[src/design/btds_pkg.sv]
// Shared constants and types for the byte translate/delete/squeeze filter.
// No dependencies; imported by the top level.
package btds_pkg;

   localparam int BYTE_W      = 8;
   localparam int TABLE_DEPTH = 256;
   localparam int CSR_ADDR_W  = 5;
   localparam int CSR_DATA_W  = 32;

   // Kind of an input item
   localparam logic KIND_DATA = 1'b0;
   localparam logic KIND_LOAD = 1'b1;

   // Register index, taken from the word address of the CSR port
   typedef enum logic [2:0] {
      REG_DELETE     = 3'd0,
      REG_COMPLEMENT = 3'd1,
      REG_SQUEEZE    = 3'd2,
      REG_TRANSLATE  = 3'd3,
      REG_FILL       = 3'd4
   } csr_index_type;

   // Mode registers as seen by the datapath
   typedef struct packed {
      logic              delete_mode;
      logic              complement_mode;
      logic              squeeze_mode;
      logic              translate_enable;
      logic [BYTE_W-1:0] fill_byte;
   } mode_type;

   // One entry of the first-set / translate table
   typedef struct packed {
      logic              in_first;
      logic [BYTE_W-1:0] mapped;
   } map_entry_type;

   localparam int MAP_ENTRY_W = $bits(map_entry_type);

endpackage

[src/design/byte_translate_delete_squeeze_top.sv]
// Top level of the byte translate/delete/squeeze filter.
// Depends on btds_pkg and btds_ram.
//
// Streams bytes through a tr-style filter at one item per clock cycle. Each
// req item is either a table load (kind 1), which writes the first-set flag,
// squeeze-set flag and mapped byte for one byte value and returns nothing,
// or a data byte (kind 0), which returns zero or one rsp item. A data byte
// reads the first-set/translate RAM at the byte, then the squeeze RAM at the
// candidate output byte, then its result is registered. The two RAM read
// ports set this pipeline. The whole pipeline advances when the rsp register
// is empty or being taken, so req_ready follows rsp_ready. Table entries
// never loaded read as their reset value through per-entry valid bits, so
// no clearing pass follows reset. Mode registers are to be written through
// the APB port while the filter is idle; the block itself does not enforce
// this. Reads return the register values.
module byte_translate_delete_squeeze_top
   import btds_pkg::*;
(
   input  logic                  clock,
   input  logic                  reset,
   // input items
   input  logic                  req_valid,
   output logic                  req_ready,
   input  logic                  req_kind,
   input  logic [BYTE_W-1:0]     req_byte_value,
   input  logic                  req_load_in_first,
   input  logic                  req_load_in_squeeze,
   input  logic [BYTE_W-1:0]     req_load_mapped,
   // result items
   output logic                  rsp_valid,
   input  logic                  rsp_ready,
   output logic [BYTE_W-1:0]     rsp_out_byte,
   // configuration port
   input  logic                  psel,
   input  logic                  penable,
   input  logic                  pwrite,
   input  logic [CSR_ADDR_W-1:0] paddr,
   input  logic [CSR_DATA_W-1:0] pwdata,
   output logic [CSR_DATA_W-1:0] prdata,
   output logic                  pready
);

   localparam int ADDR_W = $clog2(TABLE_DEPTH);

   // ---------------------------------------------------------------
   // Configuration registers
   // ---------------------------------------------------------------
   mode_type      mode_ff, mode_in;
   csr_index_type csr_index;
   logic          csr_write;

   assign pready    = 1'b1;
   assign csr_index = csr_index_type'(paddr[CSR_ADDR_W-1:2]);
   assign csr_write = psel && penable && pwrite;

   always_comb begin
      mode_in = mode_ff;
      if (csr_write) begin
         case (csr_index)
            REG_DELETE:     mode_in.delete_mode      = pwdata[0];
            REG_COMPLEMENT: mode_in.complement_mode  = pwdata[0];
            REG_SQUEEZE:    mode_in.squeeze_mode     = pwdata[0];
            REG_TRANSLATE:  mode_in.translate_enable = pwdata[0];
            REG_FILL:       mode_in.fill_byte        = pwdata[BYTE_W-1:0];
            default:        mode_in = mode_ff;
         endcase
      end
   end

   always_ff @(posedge clock) begin
      if (reset) begin
         mode_ff <= '0;
      end else begin
         mode_ff <= mode_in;
      end
   end

   // register readback
   always_comb begin
      case (csr_index)
         REG_DELETE:     prdata = CSR_DATA_W'(mode_ff.delete_mode);
         REG_COMPLEMENT: prdata = CSR_DATA_W'(mode_ff.complement_mode);
         REG_SQUEEZE:    prdata = CSR_DATA_W'(mode_ff.squeeze_mode);
         REG_TRANSLATE:  prdata = CSR_DATA_W'(mode_ff.translate_enable);
         REG_FILL:       prdata = CSR_DATA_W'(mode_ff.fill_byte);
         default:        prdata = '0;
      endcase
   end

   // ---------------------------------------------------------------
   // Pipeline control
   // ---------------------------------------------------------------
   logic advance;
   logic req_fire;
   logic load_fire;
   logic out_valid_ff, out_valid_in;

   assign advance   = !out_valid_ff || rsp_ready;
   assign req_ready = advance;
   assign req_fire  = req_valid && req_ready;
   assign load_fire = req_fire && (req_kind == KIND_LOAD);

   // ---------------------------------------------------------------
   // Table storage: loads write both RAMs and set the entry valid bit
   // ---------------------------------------------------------------
   logic [TABLE_DEPTH-1:0] entry_valid_ff;
   map_entry_type          map_wr_data;
   map_entry_type          map_rd_data;
   logic                   sq_rd_data;
   logic [BYTE_W-1:0]      cand_byte;

   assign map_wr_data.in_first = req_load_in_first;
   assign map_wr_data.mapped   = req_load_mapped;

   always_ff @(posedge clock) begin
      if (reset) begin
         entry_valid_ff <= '0;
      end else if (load_fire) begin
         entry_valid_ff[req_byte_value] <= 1'b1;
      end
   end

   btds_ram #(
      .WIDTH (MAP_ENTRY_W),
      .DEPTH (TABLE_DEPTH)
   ) u_map_ram (
      .clock   (clock),
      .wr_en   (load_fire),
      .wr_addr (req_byte_value),
      .wr_data (map_wr_data),
      .rd_en   (advance),
      .rd_addr (req_byte_value),
      .rd_data (map_rd_data)
   );

   btds_ram #(
      .WIDTH (1),
      .DEPTH (TABLE_DEPTH)
   ) u_squeeze_ram (
      .clock   (clock),
      .wr_en   (load_fire),
      .wr_addr (req_byte_value),
      .wr_data (req_load_in_squeeze),
      .rd_en   (advance),
      .rd_addr (cand_byte[ADDR_W-1:0]),
      .rd_data (sq_rd_data)
   );

   // ---------------------------------------------------------------
   // Stage 1: first-set lookup, delete and translate
   // ---------------------------------------------------------------
   logic              st1_valid_ff;
   logic [BYTE_W-1:0] st1_byte_ff;
   logic              st1_entry_ok_ff;
   logic              member;
   logic [BYTE_W-1:0] mapped;
   logic              drop;

   always_ff @(posedge clock) begin
      if (reset) begin
         st1_valid_ff <= 1'b0;
      end else if (advance) begin
         st1_valid_ff <= req_fire && (req_kind == KIND_DATA);
      end
   end

   always_ff @(posedge clock) begin
      if (advance) begin
         st1_byte_ff     <= req_byte_value;
         st1_entry_ok_ff <= entry_valid_ff[req_byte_value];
      end
   end

   // unloaded entries: not a member, identity mapping
   assign member = st1_entry_ok_ff && map_rd_data.in_first;
   assign mapped = st1_entry_ok_ff ? map_rd_data.mapped : st1_byte_ff;
   assign drop   = mode_ff.delete_mode && (member != mode_ff.complement_mode);

   always_comb begin
      cand_byte = st1_byte_ff;
      if (!mode_ff.delete_mode && mode_ff.translate_enable) begin
         if (mode_ff.complement_mode) begin
            if (!member) begin
               cand_byte = mode_ff.fill_byte;
            end
         end else if (member) begin
            cand_byte = mapped;
         end
      end
   end

   // ---------------------------------------------------------------
   // Stage 2: squeeze test against the last candidate byte
   // ---------------------------------------------------------------
   logic              st2_valid_ff;
   logic [BYTE_W-1:0] st2_byte_ff;
   logic              st2_entry_ok_ff;
   logic              last_valid_ff;
   logic [BYTE_W-1:0] last_byte_ff;
   logic              in_squeeze;
   logic              squeeze_hit;
   logic [BYTE_W-1:0] out_byte_ff;

   always_ff @(posedge clock) begin
      if (reset) begin
         st2_valid_ff <= 1'b0;
      end else if (advance) begin
         st2_valid_ff <= st1_valid_ff && !drop;
      end
   end

   always_ff @(posedge clock) begin
      if (advance) begin
         st2_byte_ff     <= cand_byte;
         st2_entry_ok_ff <= entry_valid_ff[cand_byte];
      end
   end

   // inverted set test for complement without a second set
   assign in_squeeze  = (st2_entry_ok_ff && sq_rd_data)
                        ^ (!mode_ff.translate_enable && mode_ff.complement_mode);
   assign squeeze_hit = mode_ff.squeeze_mode && last_valid_ff
                        && (last_byte_ff == st2_byte_ff) && in_squeeze;

   // history moves with every candidate byte, squeezed or not
   always_ff @(posedge clock) begin
      if (reset) begin
         last_valid_ff <= 1'b0;
         last_byte_ff  <= '0;
      end else if (advance && st2_valid_ff) begin
         last_valid_ff <= 1'b1;
         last_byte_ff  <= st2_byte_ff;
      end
   end

   // ---------------------------------------------------------------
   // Output register
   // ---------------------------------------------------------------
   assign out_valid_in = advance ? (st2_valid_ff && !squeeze_hit) : out_valid_ff;

   always_ff @(posedge clock) begin
      if (reset) begin
         out_valid_ff <= 1'b0;
      end else begin
         out_valid_ff <= out_valid_in;
      end
   end

   always_ff @(posedge clock) begin
      if (advance) begin
         out_byte_ff <= st2_byte_ff;
      end
   end

   assign rsp_valid    = out_valid_ff;
   assign rsp_out_byte = out_byte_ff;

   // ---------------------------------------------------------------
   // Assertions
   // ---------------------------------------------------------------
   a_reset_clears_valid: assert property (@(posedge clock)
      reset |=> (entry_valid_ff == '0))
      else $error("entry valid bits not cleared by reset");

   a_load_sets_valid: assert property (@(posedge clock) disable iff (reset)
      load_fire |=> entry_valid_ff[$past(req_byte_value)])
      else $error("table load did not mark its entry valid");

   a_result_from_stage2: assert property (@(posedge clock) disable iff (reset)
      $rose(out_valid_ff) |-> $past(st2_valid_ff))
      else $error("result item without a data item in stage 2");

   a_stall_holds_history: assert property (@(posedge clock) disable iff (reset)
      !advance |=> ($stable(last_byte_ff) && $stable(last_valid_ff)))
      else $error("squeeze history changed during a stall");

endmodule

[src/design/btds_ram.sv]
// Generic single-write, single-read synchronous RAM with registered read data.
// Read returns the old contents when the same entry is written in that cycle.
module btds_ram #(
   parameter int WIDTH = 8,
   parameter int DEPTH = 256
) (
   input  logic                     clock,
   input  logic                     wr_en,
   input  logic [$clog2(DEPTH)-1:0] wr_addr,
   input  logic [WIDTH-1:0]         wr_data,
   input  logic                     rd_en,
   input  logic [$clog2(DEPTH)-1:0] rd_addr,
   output logic [WIDTH-1:0]         rd_data
);

   logic [WIDTH-1:0] mem_ff [DEPTH];
   logic [WIDTH-1:0] rd_data_ff;

   // write port
   always_ff @(posedge clock) begin
      if (wr_en) begin
         mem_ff[wr_addr] <= wr_data;
      end
   end

   // registered read, held while not enabled
   always_ff @(posedge clock) begin
      if (rd_en) begin
         rd_data_ff <= mem_ff[rd_addr];
      end
   end

   assign rd_data = rd_data_ff;

endmodule
[config.mk]
export PLATFORM = sky130hd
export DESIGN_NAME = byte_translate_delete_squeeze_top
export DESIGN_NICKNAME = d
export VERILOG_FILES = /design/src/design/btds_pkg.sv /design/src/design/byte_translate_delete_squeeze_top.sv /design/src/design/btds_ram.sv
export SDC_FILE = /design/constraint.sdc
export NUM_CORES = 2
export LEC_CHECK = 0
export BUFFER_PORTS_ARGS = -buffer_cell sky130_fd_sc_hd__buf_2
export CAP_MARGIN = 20
export CORE_ASPECT_RATIO = 0.9
export CORE_MARGIN = 2
export CORE_UTILIZATION = 55
export DETAILED_ROUTE_END_ITERATION = 8
export GPL_ROUTABILITY_DRIVEN = 0
export PLACE_DENSITY_LB_ADDON = 0.25
export REMOVE_ABC_BUFFERS = 1
export SLEW_MARGIN = 20
export SYNTH_ARGS = -nofsm -noshare
export SYNTH_HDL_FRONTEND = slang
export SYNTH_HIERARCHICAL = 1
export SYNTH_SLANG_ARGS = --single-unit
export TNS_END_PERCENT = 1
[constraint.sdc]
create_clock -name clock -period 4.55 [get_ports clock]
set_clock_uncertainty 0.05 [all_clocks]
set_input_delay 0.6825 -clock clock [delete_from_list [all_inputs] [get_ports clock]]
set_output_delay 0.6825 -clock clock [all_outputs]
set_load 0.005 [all_outputs]
==> reports/metrics.yaml <==
floorplanning:
  die_x_um: 487
  row_count: 159
  fp.dieArea_um2: 214000
  die_h_um: 439
  initial_core_util_pct: 55.4
  design.portCount: 106
  core_area_um2: 209000
placement:
  dpl_cell_area_um2: 122000
  dp.cells: 9594
  portBuffers: 54
  dp_hpwl_um: 184000
  place_ws_ns: 0.238
logic_synthesis:
  synth.top_cell.area_share_pct: 67.5
  yosysUniqueCellTypes: 84
  synthArstFlopShare_pct: 0
  yosys_register_bits: 2876
  synth-main-ff-cell: "edfxtp_1"
  ys_warn_count: 6
  netlist_area_um2: 116000
  seq_area_frac_synth_pct: 72.3
  synthTopCellsByCount: "2,596 x edfxtp_1, 892 x nor2_1, 591 x mux4_2"
  avgSynthCellArea_um2: 17.2
  synthTopCellsByArea: "edfxtp_1 67%, mux4_2 12%, dfxtp_1 4.9%"
  netlist_instances: 6719
  synth-edff-count: 2596
  yosys.area.top_type: "edfxtp_1"
  yosysMostFrequentCell: "edfxtp_1"
hold_path:
  hold_class: "input port to flop"
  min_from: "req_valid"
sta:
  max-slew-margin-rel_pct: 19.0
  tightest_slew_ns: 1.22
  rsz0062_at_grt: "no"
  final_max_slew_viol_count: 0
  finalHoldViolCount: 0
  period_share_pct: 94.1
  setup_ws_ns: 0.268
  min_period_ns: 4.28
  clock.fmax_mhz: 234
  setup_viol: 0
clock_tree:
  postCtsSetupBuffers: 0
  cts_htree_levels: 5
  ctsResizeCount: 0
  clk_latency_ns: 0.95
  clkTransAtPathRegs_ns: 0.06
  cts_sinks: 2876
  cts_tree: "built"
  cts_buffers: 298
  clk_path_buf_depth: 4
  hold_buffers: 9
  cts-root-buf: "clkbuf_16"
worst_setup_path:
  reg2reg_from: "u_map_ram/rd_data[8]"
  cp.arrival_ns: 4.89
  slowest_stage: "or3_2"
  crit_path_frequent_cell: "mux2i_1"
  worstPathBufferInverterCount: 2
  startpoint_type: "flop"
  path_cells: "and4b_1 -> a31o_1 -> or3_2 -> inv_8 -> buf_4 -> mux2i_1 -> mux2i_1 -> o2111ai_1 -> o211ai_1 -> a2111oi_1 -> nor4_2"
  required_ns: 5.16
  slowest_delay_ns: 0.61
  end_kind: "flop"
  cp_top_family: "compound AO/OA/AOI/OAI gates"
  worstSetupStartpoint: "u_map_ram/rd_data[8]"
  crit_fanout: 58
  critPathKind: "flop to flop"
detailed_routing:
  route.detailed.drc: 0
  ant_nets: 0
  viasPerCell: 6.57
  wire_per_inst_um: 29.9
  dr.pass1.iters: 6
  wl_um: 303000
  vias: 66412
  drt-initial-drc-count: 9836
power_and_ir_drop:
  p_seq_share_pct: 52.8
  ir_worst_vdd_uv: 352
  pwr-share-comb_pct: 5.5
  netSwitchingPower_mw: 11.8
  swShare_pct: 21.5
  cellPowerDensity_nw_per_um2: 418
  leakage_nw: 42.1
  internal-power_mw: 42.9
  power_frac_clock_pct: 41.7
status:
  status: "completed"
global_routing:
  grt_usage_pct: 28.2
  grt_pass1_vias: 63727
  grt_max_degree: 145
  grt_pass1_wl_um: 439000
  antenna_found_initial: 14
  grt_overflow: 0
finish:
  drive_gt1_share_pct: 22.2
  instances_no_fill: 10115
  fin_util_pct: 62.6
  final_cell_area_um2: 131000
  syn2layout_area_growth_pct: 13.1
  nets: 7232
run:
  cap_viol_max_count: 0
worst paths after layout:
check / slack, ns / end / cells after the start
hold / removal: 0.1 / st1_valid_ff / 4
setup / recovery: 0.27 / st2_entry_ok_ff / 11
setup reg to reg: 0.27 / st2_entry_ok_ff / 11
hold reg to reg: 0.42 / last_byte_ff[1] / 2
stage by stage:
stage	power [mW]	hold slack, ns	TNS, ns
final	54.6	0.0999	0
after global placement	32.3	0.402	0
after CTS	54.9	0.0604	0
after floorplan	30.6	0.386	-2.40
after global routing	56.0	0.133	0
after detailed placement	32.3	0.412	0
registers in the layout (all words and copies together) (netlist names):
| name | count |
|---|---|
| entry_valid_ff | 256 |
| last_byte_ff | 8 |
| last_valid_ff | 1 |
| mode_ff | 12 |
| rsp_out_byte | 8 |
| rsp_valid | 1 |
| st1_byte_ff | 8 |
| st1_entry_ok_ff | 1 |
| st1_valid_ff | 1 |
| st2_byte_ff | 8 |
| st2_entry_ok_ff | 1 |
| st2_valid_ff | 1 |
| u_map_ram/mem_ff | 2304 |
| u_map_ram/rd_data | 9 |
| u_squeeze_ram/mem_ff | 256 |
| u_squeeze_ram/rd_data | 1 |
worst reg2reg max path, stage by stage (launching register included):
cell,delay [ns]
edfxtp_1,0.46
and4b_1,0.24
a31o_1,0.31
or3_2,0.61
inv_8,0.43
buf_4,0.45
mux2i_1,0.23
mux2i_1,0.10
o2111ai_1,0.22
o211ai_1,0.19
a2111oi_1,0.61
nor4_2,0.11
power groups by stage:
stage               Sequential [mW]  Clock [mW]  Combinational, mW
finish                         28.9        22.8               2.98
global route                   28.8        24.0               3.11
CTS                            28.9        23.1               2.95
detailed placement             29.4           0               2.93
global placement               29.4           0               2.88
floorplan                      29.4           0               1.19
final cells by class:
type	instances	area, um^2
antenna	2	5.00
clock buffer	379	8040
clock inverter	128	897
fill	14506	78000
inverter	13	58.8
multi-input combinational	3373	29500
sequential	2876	83600
tap	2737	3420
timing repair buffer	607	5190
cell usage in the layout, fill, tap and decap left out, types with 10 or more instances in the layout:
cell / Yosys / layout
edfxtp_1: 2596 / 2596
nor2_1: 892 / 889
mux4_2: 591 / 591
buf_4: 63 / 498
a21oi_1: 375 / 375
clkbuf_16: 0 / 307
mux2i_1: 301 / 301
dfxtp_1: 280 / 280
nand2_1: 238 / 237
a22oi_1: 186 / 186
o22ai_1: 97 / 97
nand3_1: 95 / 95
nand4_1: 65 / 65
clkbuf_1: 261 / 63
clkinv_1: 3 / 58
buf_12: 5 / 49
clkinv_2: 0 / 45
o221ai_1: 40 / 40
nor2b_1: 43 / 39
nor3_1: 44 / 38
buf_2: 82 / 37
o21ai_0: 36 / 36
nor4_1: 36 / 35
a211oi_1: 30 / 30
mux2_2: 25 / 25
conb_1: 2 / 25
a31oi_1: 20 / 20
nand2b_1: 20 / 19
o2111ai_1: 19 / 19
clkbuf_8: 0 / 15
a22o_1: 14 / 14
a311oi_1: 11 / 11
bufinv_16: 0 / 11
a221oi_1: 11 / 11
and2_1: 11 / 10
clkinvlp_4: 0 / 10
logic make-up after synthesis:
group,share of synthesized area (%)
muxes,14.6
xor gates and xnor gates,0.0758
AOI/OAI and AO/OA,5.09
buffers and inverters,2.33
and+or+nand+nor,5.56
DFF,72.3
other,0.00650
layer usage:
layer | vias to the layer above | part of all wire, % | track usage [%]
met2 | 3977 | 46 | 42.3
met5 | - | 0.015 | 0
met1 | 34213 | 39 | 41.8
li1 | 27615 | - | -
met4 | 8 | 3.2 | 8.48
met3 | 599 | 12 | 6.16
No activity file was read; power rests on OpenSTA's default activity.
